**config.mk**
```make
export PLATFORM = sky130hd
export DESIGN_NAME = bhgc_ctrl
export DESIGN_NICKNAME = d
export VERILOG_FILES = /design/src/rtl/core/bhgc_pkg.sv /design/src/rtl/core/bhgc_ctrl.sv
export SDC_FILE = /design/constraint.sdc
export NUM_CORES = 1
export LEC_CHECK = 0
export BUFFER_PORTS_ARGS = -buffer_cell sky130_fd_sc_hd__buf_2
export CORE_AREA = 2 2 39 41
export CTS_BUF_LIST = sky130_fd_sc_hd__clkbuf_4 sky130_fd_sc_hd__clkbuf_8
export DETAILED_ROUTE_END_ITERATION = 10
export DIE_AREA = 0 0 41 43
export PLACE_DENSITY_LB_ADDON = 0.15
export SKIP_LAST_GASP = 1
export SLEW_MARGIN = 20
export SYNTH_ARGS = -nofsm -noshare
export SYNTH_HDL_FRONTEND = slang
export SYNTH_SLANG_ARGS = --single-unit
```
**constraint.sdc**
```tcl
create_clock -name clk -period 2.5 [get_ports clk]
set_clock_uncertainty 0.05 [all_clocks]
set_input_delay 0.125 -clock clk [delete_from_list [all_inputs] [get_ports clk]]
set_output_delay 0.125 -clock clk [all_outputs]
set_load 0.01 [all_outputs]
```
**src/rtl/core/bhgc_pkg.sv**
```systemverilog
// ----------------------------------------------------------------------------
// bhgc_pkg: shared types and constants
// Status codes, controller states and the command/status bundles that join
// the controller and the datapath of the bucketed group-count table.
// ----------------------------------------------------------------------------
package bhgc_pkg;

  localparam int unsigned BUCKETS_DEF    = 512;
  localparam int unsigned SLOTS_DEF      = 8;
  localparam int unsigned KEY_W          = 32;
  localparam int unsigned CNT_W          = 32;
  localparam int unsigned CFG_W          = 10;
  localparam int unsigned START_W        = 9;
  localparam int unsigned WIDE_W         = 17;
  localparam logic [CFG_W-1:0] CFG_RESET = 10'd512;
  localparam logic [KEY_W-1:0] EMPTY_KEY = '0;
  localparam logic [CNT_W-1:0] CNT_MAX   = '1;
  localparam logic [CNT_W-1:0] CNT_ONE   = 32'd1;

  typedef enum logic [0:0] {
    CMD_COUNT  = 1'b0,
    CMD_LOOKUP = 1'b1
  } command_t;

  typedef enum logic [2:0] {
    ST_INCR  = 3'd0,
    ST_NEW   = 3'd1,
    ST_FOUND = 3'd2,
    ST_MISS  = 3'd3,
    ST_FULL  = 3'd4,
    ST_BAD   = 3'd5
  } status_t;

  typedef enum logic [1:0] {
    S_CLEAR,
    S_IDLE,
    S_READ,
    S_CMP
  } state_t;

  // controller -> datapath
  typedef struct packed {
    logic clr;
    logic load;
    logic rd;
    logic cmp;
  } ctl_cmd_t;

  // datapath -> controller
  typedef struct packed {
    logic clr_last;
    logic bad;
    logic hit;
    logic last;
  } dp_sts_t;

endpackage

```
**src/rtl/core/bhgc_ctrl.sv**
```systemverilog
// ----------------------------------------------------------------------------
// bhgc_ctrl: probe sequencer
// Runs the reset clearing pass, accepts commands and steps the datapath
// through one read and one compare per probed bucket.
// ----------------------------------------------------------------------------
module bhgc_ctrl (
  input  logic               clk,
  input  logic               rst_n,
  input  logic               start,
  input  bhgc_pkg::dp_sts_t  sts,
  output bhgc_pkg::ctl_cmd_t cmd,
  output logic               busy
);
  import bhgc_pkg::*;

  state_t state_r, state_nxt;

  // hold state
  always_ff @(posedge clk) begin
    if (!rst_n) begin
      state_r <= S_CLEAR;
    end else begin
      state_r <= state_nxt;
    end
  end

  // next state
  always_comb begin
    state_nxt = state_r;
    unique case (state_r)
      S_CLEAR: if (sts.clr_last) state_nxt = S_IDLE;
      S_IDLE:  if (start && !sts.bad) state_nxt = S_CMP;
      S_READ:  state_nxt = S_CMP;
      S_CMP: begin
        if (sts.hit || sts.last) state_nxt = S_IDLE;
        else state_nxt = S_READ;
      end
      default: state_nxt = S_IDLE;
    endcase
  end

  // outputs
  always_comb begin
    cmd  = '0;
    busy = 1'b1;
    unique case (state_r)
      S_CLEAR: cmd.clr = 1'b1;
      S_IDLE: begin
        busy     = 1'b0;
        cmd.load = start;
      end
      S_READ:  cmd.rd  = 1'b1;
      S_CMP:   cmd.cmp = 1'b1;
      default: busy = 1'b1;
    endcase
  end

endmodule

```
==> results.toml, run 1 <==
[outcome]
outcome = "complete, no violations"

[global_routing]
antenna_found_initial = 0
grt_usage_pct = 7.01
grt-ovfl-total = 0
grt_max_degree = 6
grt_pass1_wl_um = 800
grt_pass1_vias = 212

[job]
cap_violations = 0

[setup_path]
critical-path-top-delay-family = "flip-flops"
crit_path_end_kind = "output port"
critPathArrivalTime_ns = 1.27
crit_fanout = 5
critPathKind = "reg -> out"
startpoint = "state_r[1]"
crit-reg2reg-launch = "state_r[0]"
r2r-end = "state_r[0]"
required_ns = 2.33
cp_cell_sequence = "inv_1 -> ha_1 -> and2_2 -> buf_2"
ff2ff_path_depth = 5
cp_num_buf_inv = 2
reg2reg_slack_ns = 1.06
start_kind = "flip-flop"
slowest_delay_ns = 0.38
cpMaxStageDelayCell = "dfxtp_1"
crit_path_end = "cmd[2]"
path_depth = 4

[cells_and_area]
n_antenna_cell = 0
mostFrequentLayoutCells = "buf_2 (11), ha_1 (5), inv_1 (3), clkbuf_4 (3)"
largest_reg_flops = 2
largest-register = "state_r"
reg_top3 = "state_r x2"
fin_cells = 56
nets = 54
syn2layout_area_growth_pct = 41.3
final_common_cell = "buf_2"
postLayoutCoreUtil_pct = 24.1
drive_gt1_share_pct = 45.0

[floorplan]
initial_core_util_pct = 17.1
die_area_um2 = 1760
fp.dieH_um = 43
core_area_um2 = 1380
die_x_um = 41
row_count = 14
ios = 12

[cts]
cts_buffer_depth = 2
htree_levels = 1
cts_tree = "yes"
clkLatencyLatePin_ns = 0.22
cts-hold-fix-buffers = 0
cts_made_buffers = 3
clk_pin_slew_ns = 0.03
cts.sinks = 2
cts_resized = 0
post_cts_buffers = 0
cts-root-buf = "clkbuf_4"

[yosys]
synth_cells = 26
synth_nets = 38
ys_ff_latch = 2
yosys_warnings = 0
syn_avg_cell_area_um2 = 9.10
synth_cell_types = 18
synth_seq_area_share_pct = 16.9
syn-cell-area_um2 = 236

[power_and_ir_drop]
p_total_w = 0.000238
p_leak_nw = 0.171
vdd_drop_max_mv = 0.174
powerDensity_nw_per_um2 = 711

[sta]
finalSetupViolCount = 0
fin_crit_sh_pct = 57.9
fmax_mhz = 690
min_period_ns = 1.45
hold_slack_ns = 0.127
worst_slew_pin_slew_ns = 0.221
rsz0062_at_grt = "false"
drv_slew = 0
finalHoldViolCount = 0
fin_tns_setup_ns = 0
slew_headroom_pct = 85.1

[route]
avgViaCountPerCell = 4.18
wl_met1_um = 231
via_count = 234
dr_wl_met2_um = 275
wl_met3_um = 37
top_layer = "met3"
remaining_drc_errors = 0
ant_nets = 0
wirelength_um = 544
wl_per_cell_um = 9.71
initialDrtViolationCount = 0
drt_first_pass_iters = 1

[place]
detailed_place_hpwl_um = 451
numPortBuffers = 11
routabilityCongestion = 0.684
dpl.cell_count = 53

[hold_path]
hold_class = "in -> reg"
cell usage after synthesis:
cell type | n | area [µm²]
nor3b_1 | 1 | 7.51
nand2_1 | 1 | 3.75
and4b_1 | 1 | 10.0
nor2_1 | 2 | 7.51
nor2b_1 | 1 | 6.26
o311a_1 | 1 | 10.0
nand2b_4 | 1 | 13.8
a41oi_1 | 1 | 8.76
and2_4 | 1 | 8.76
dfxtp_1 | 2 | 40.0
and2_2 | 1 | 7.51
a21oi_1 | 1 | 5.00
inv_1 | 3 | 11.3
nand2b_1 | 1 | 6.26
ha_1 | 5 | 62.6
o41ai_2 | 1 | 16.3
a31oi_1 | 1 | 6.26
o21ai_0 | 1 | 5.00
worst reg2reg max path, stage by stage, from the launching register on:
cell     delay (ns)
dfxtp_1        0.38
inv_1          0.12
ha_1           0.32
nor2_1         0.11
nand2_1        0.06
o311a_1        0.29
final cells by class:
| cell class | count | area, µm² |
|---|---|---|
| Inverter | 3 | 11.3 |
| Sequential cell | 2 | 40.0 |
| Clock buffer | 3 | 22.5 |
| Multi-Input combinational cell | 21 | 185 |
| Timing Repair Buffer | 11 | 55.1 |
| Tap cell | 16 | 20.0 |
| Fill cell | 154 | 1050 |
cell families (layout without fill, tap and decap cells):
kind of cell	Yosys count	count (layout)	synth area share [%]
buffers and inverters	3	17	4.76
AOI/OAI and AO/OA	6	6	21.7
and+or+nand+nor	10	10	30.2
adders and majority gates	5	5	26.5
DFF	2	2	16.9
worst min-delay path by stage:
stage	slack, ns	start	depth (start not counted)	end
after detailed placement	0.36	rst_n	2	state_r[0]
final	0.13	rst_n	2	state_r[0]
after global routing	0.12	rst_n	2	state_r[0]
after floorplan	0.21	rst_n	1	state_r[0]
after global placement	0.36	rst_n	2	state_r[0]
after CTS	0.12	rst_n	2	state_r[0]
through the flow:
| step | area (µm²) | setup WS, ns |
|---|---|---|
| after floorplan | 236 | 1.16 |
| after global placement | 312 | 1.04 |
| after detailed placement | 312 | 1.05 |
| after CTS | 334 | 1.03 |
| after global routing | 334 | 0.932 |
| final | 334 | 1.05 |
report_power, final:
part           switching [W]  leakage (nW)  internal (W)  total [W]
combinational      0.0000630         0.140     0.0000560   0.000119
clock              0.0000179        0.0138     0.0000529  0.0000708
sequential        0.00000841        0.0165     0.0000393  0.0000477
total              0.0000894         0.171      0.000148   0.000238
per-layer routing:
metal	vias up	global-route usage, %
li1	122	-
met3	0	3.14
met5	-	0
met4	0	4.00
met2	8	12.2
met1	104	6.07
(Power assumes the default switching activity.)
==> run 2, diff against run 1 <==
clock period = 1.2 ns   (was 2.5 ns; I/O delays follow)
==> run 2 against run 1 <==
- the flow now finishes with violations (negative setup slack)
- worst hold slack got worse by 0.047 ns
- largest power group unchanged
- via count rose by 16%
- final area increased by 60%
- non-clock buffer count up 9
- routed wire length up 27%
- power increased to 3.3 times the previous value
- critical path type is now reg -> reg
- setup slack worse by 1.1 ns
- count of clock-buffer cells in the layout did not move
- largest cell class unchanged
==> results.toml, run 2 (same netlist as run 1, synthesis figures left out) <==
[outcome]
outcome = "finished, violations left"
violations = "negative setup slack"

[cells_and_area]
final_common_cell = "buf_2"
fin_cells = 65
nets = 63
mostFrequentLayoutCells = "buf_2 (9), ha_4 (5), buf_6 (5), buf_4 (5), clkbuf_4 (3)"
largest-register = "state_r"
fillers = 141
reg_top3 = "state_r x2"
n_antenna_cell = 0
drive_gt1_share_pct = 81.6
syn2layout_area_growth_pct = 126
largest_reg_flops = 2

[sta]
min_period_ns = 1.26
slew_headroom_pct = 86.0
finalHoldViolCount = 0
drv_slew = 0
fin_crit_sh_pct = 105
fin_ws_ns = -0.0552
rsz0062_at_grt = "true"
finalSetupViolCount = 3
fmax_mhz = 797
worst_slew_pin_slew_ns = 0.208

[route]
wl_per_cell_um = 10.6
ant_nets = 0
initialDrtViolationCount = 0
via_count = 271
wirelength_um = 692
drt_first_pass_iters = 1
avgViaCountPerCell = 4.17
remaining_drc_errors = 0

[setup_path]
start_kind = "flip-flop"
crit_fanout = 3
ff2ff_path_depth = 6
crit-reg2reg-launch = "state_r[1]"
critPathArrivalTime_ns = 1.30
r2r-end = "state_r[1]"
crit_path_end_kind = "flip-flop"
critPathKind = "reg -> reg"
required_ns = 1.24
reg2reg_slack_ns = -0.06

[global_routing]
antenna_found_initial = 0
grt_usage_pct = 9.72
grt_pass1_wl_um = 1150
grt-ovfl-total = 0
grt_pass1_vias = 288
grt_max_degree = 5

[floorplan]
initial_core_util_pct = 17.1
row_count = 14
die_area_um2 = 1760
core_area_um2 = 1380
ios = 12
fp.dieH_um = 43
die_x_um = 41

[hold_path]
worstHoldStart = "rst_n"
min_delay_path_depth = 2
hold_class = "in -> reg"
hold_end = "state_r[0]"

[cts]
cts_buffer_depth = 2
cts_made_buffers = 3
cts_tree = "yes"
cts-hold-fix-buffers = 0
cts-root-buf = "clkbuf_4"
cts.sinks = 2
htree_levels = 1
clkLatencyLatePin_ns = 0.22
clk_pin_slew_ns = 0.03

[power_and_ir_drop]
p_leak_nw = 0.236
vdd_drop_max_mv = 0.366
powerDensity_nw_per_um2 = 1460

[place]
numPortBuffers = 11
preCtsSetupSlack_ns = -0.0660
dpl.cell_count = 58
routabilityCongestion = 0.730
detailed_place_hpwl_um = 585

[job]
cap_violations = 0
run 2: changes by cell type in the layout (fill, tap and decap cells not counted), sizes merged:
cell	change
buf	+9
run 2: cell type report:
type / instances / area (µm²) / share of cell area [%]
Inverter: 3 / 18.8 / 3.51
Tap cell: 16 / 20.0 / 3.75
Clock buffer: 3 / 22.5 / 4.22
Timing Repair Buffer: 20 / 159 / 29.7
Multi-Input combinational cell: 21 / 267 / 49.9
Sequential cell: 2 / 47.5 / 8.90
run 2: critical path: stages (launching register included):
cell and delay (ns):
dfxtp_4 0.37, inv_6 0.05, ha_4 0.16, buf_6 0.11, buf_4 0.13, a41oi_2 0.17
o41ai_2 0.09
run 2: layer usage:
layer	vias to the layer above	GRT usage (%)	part of all wire (%)
met5	-	0	0
met4	0	6.00	0
met3	0	2.09	4.0
met2	5	15.9	57
met1	127	10.5	39
li1	139	-	-
run 2: repair_timing:
item	4_1_cts	5_1_grt
pin swaps	5	0
endpoints found under the setup margin	5	5
gates resized for setup	11	3
buffers inserted	4	0
gates cloned	0	0
run 2: through the flow:
stage          total power [W]  area (µm²)  util [%]  TNS [ns]  hold slack (ns)
2_1_floorplan         0.000358         302         -         0            0.131
3_3_place_gp          0.000498         414      29.9    -0.129            0.288
3_5_place_dp          0.000501         414      29.9    -0.125            0.293
4_1_cts               0.000779         528      38.2    -0.186           0.0760
5_1_grt               0.000837         534      38.6    -0.281           0.0868
6_report              0.000779         534      38.6    -0.151           0.0798
run 2: how the worst max path moves through the flow:
| stage | start | to | cells past startpoint |
|---|---|---|---|
| 4_1_cts | state_r[0] | state_r[1] | 5 |
| 5_1_grt | state_r[0] | state_r[1] | 5 |
| 6_report | state_r[1] | state_r[1] | 6 |
| 3_3_place_gp | state_r[0] | state_r[0] | 5 |
| 2_1_floorplan | state_r[1] | state_r[0] | 5 |
| 3_5_place_dp | state_r[0] | state_r[1] | 5 |
run 2: where the power goes:
part	total (W)	switching (W)	internal [W]
combinational	0.000513	0.000205	0.000308
clock	0.000142	0.0000324	0.000110
sequential	0.000124	0.0000353	0.0000889
total	0.000779	0.000272	0.000507
==> run 3, diff against run 2 <==
GPL_TIMING_DRIVEN = 0   (was unset)
PLACE_DENSITY_LB_ADDON = unset   (was 0.15)
==> run 3 against run 2 <==
- the run still ends with negative setup slack left
- routed wire length decreased by 15%
- final area decreased by 15%
- register-to-register slack improved by 0.02 ns
- count of clock-buffer cells in the layout unchanged
- highest routed layer is now met4
==> results.toml, run 3 (same netlist as run 1, synthesis figures left out) <==
[outcome]
outcome = "finished, violations left"
violations = "negative setup slack"

[cts]
cts_made_buffers = 3
cts_tree = "yes"
cts_buffer_depth = 2
cts-root-buf = "clkbuf_4"
htree_levels = 1
cts-hold-fix-buffers = 0
cts.sinks = 2
clk_pin_slew_ns = 0.03
clkLatencyLatePin_ns = 0.22

[global_routing]
grt_pass1_wl_um = 931
antenna_found_initial = 0
grt_pass1_vias = 244
grt_max_degree = 5
grt-ovfl-total = 0
grt_usage_pct = 7.81

[place]
postPlaceCellArea_um2 = 377
routabilityCongestion = 0.645
dpl.cell_count = 53
numPortBuffers = 11
preCtsSetupSlack_ns = -0.0629
detailed_place_hpwl_um = 448

[route]
drt_first_pass_iters = 1
via_count = 251
initialDrtViolationCount = 0
avgViaCountPerCell = 4.11
remaining_drc_errors = 0
wl_per_cell_um = 9.59
ant_nets = 0
wirelength_um = 585

[cells_and_area]
multiInputGateArea_um2 = 238
layout.area.seq_um2 = 47.5
drive_gt1_share_pct = 71.1
mostFrequentLayoutCells = "buf_2 (9), buf_4 (5), ha_4 (3), clkbuf_4 (3)"
reg_top3 = "state_r x2"
fin_cells = 61
nets = 59
final_common_cell = "buf_2"
largest-register = "state_r"
fillers = 148
largest_reg_flops = 2
final_area_um2 = 452
syn2layout_area_growth_pct = 91.0
n_antenna_cell = 0

[setup_path]
required_ns = 1.26
critPathKind = "reg -> reg"
crit_fanout = 4
start_kind = "flip-flop"
critPathArrivalTime_ns = 1.29
crit_path_end_kind = "flip-flop"

[power_and_ir_drop]
powerDensity_nw_per_um2 = 1490
power_frac_clock_pct = 21.9
p_leak_nw = 0.212
switching_share_pct = 34.9
switching_power_w = 0.000234
power_frac_seq_pct = 17.8
p_comb_share_pct = 60.3
vdd_drop_max_mv = 0.315
p_int_w = 0.000437
p_total_w = 0.000671

[floorplan]
initial_core_util_pct = 17.1
fp.dieH_um = 43
ios = 12
core_area_um2 = 1380
die_area_um2 = 1760
row_count = 14
die_x_um = 41

[hold_path]
hold_class = "in -> reg"

[sta]
worst_slew_pin_slew_ns = 0.211
finalHoldViolCount = 0
fin_ws_ns = -0.0345
fmax_mhz = 810
fin_crit_sh_pct = 103
finalSetupViolCount = 3
rsz0062_at_grt = "true"
hold_slack_ns = 0.0558
min_period_ns = 1.23
slew_headroom_pct = 85.8
drv_slew = 0

[job]
cap_violations = 0
[run 3: path summary, 6_finish.rpt]
kind	startpoint	end	slack, ns	cells past startpoint
min	rst_n	state_r[0]	0.06	2
max	state_r[0]	state_r[0]	-0.03	5
min reg2reg	state_r[1]	state_r[1]	0.61	3
max reg2reg	state_r[0]	state_r[0]	-0.03	5
[run 3: metal layers]
metal  part of all wire (%)  vias up  routed length, µm  global-route usage, %
li1                       -      130                  -                      -
met5                      0        -                  0                      0
met3                    4.1        2                 24                   1.57
met1                     39      112                227                   7.64
met2                     55        7                319                   14.1
met4                    2.2        0                 13                   4.00
[run 3: timing repair]
action / CTS / global route
pin swaps: 2 / 0
resized for setup: 2 / 1
setup endpoints to repair: 3 / 5
endpoints found under the hold margin: 0 / 0
buffers inserted: 5 / 0
[run 3: power by group through the flow]
stage                     clock network [W]  registers, W  logic, W
after floorplan                           0      0.000115  0.000243
after global placement                    0      0.000122  0.000313
after detailed placement                  0      0.000124  0.000314
after CTS                          0.000152      0.000120  0.000388
after global routing               0.000163      0.000122  0.000451
final                              0.000147      0.000119  0.000405
[run 3: through the flow]
stage,utilization [%],setup TNS [ns]
after detailed placement,27.2,-0.124
after global placement,27.2,-0.0933
final,32.6,-0.0813
after global routing,32.6,-0.239
after floorplan,-,0
after CTS,32.2,-0.0885
[run 3: critical path: stages (launching register included)]
cell and delay, ns:
dfxtp_4 0.38, inv_4 0.06, ha_4 0.21, nor2_1 0.08, nand2_1 0.06, o311a_1 0.28
[run 3: final cells by class]
type | instances | area share (%)
Sequential cell | 2 | 10.5
Tap cell | 16 | 4.43
Multi-Input combinational cell | 21 | 52.6
Clock buffer | 3 | 4.99
Timing Repair Buffer | 16 | 23.3
Inverter | 3 | 4.16
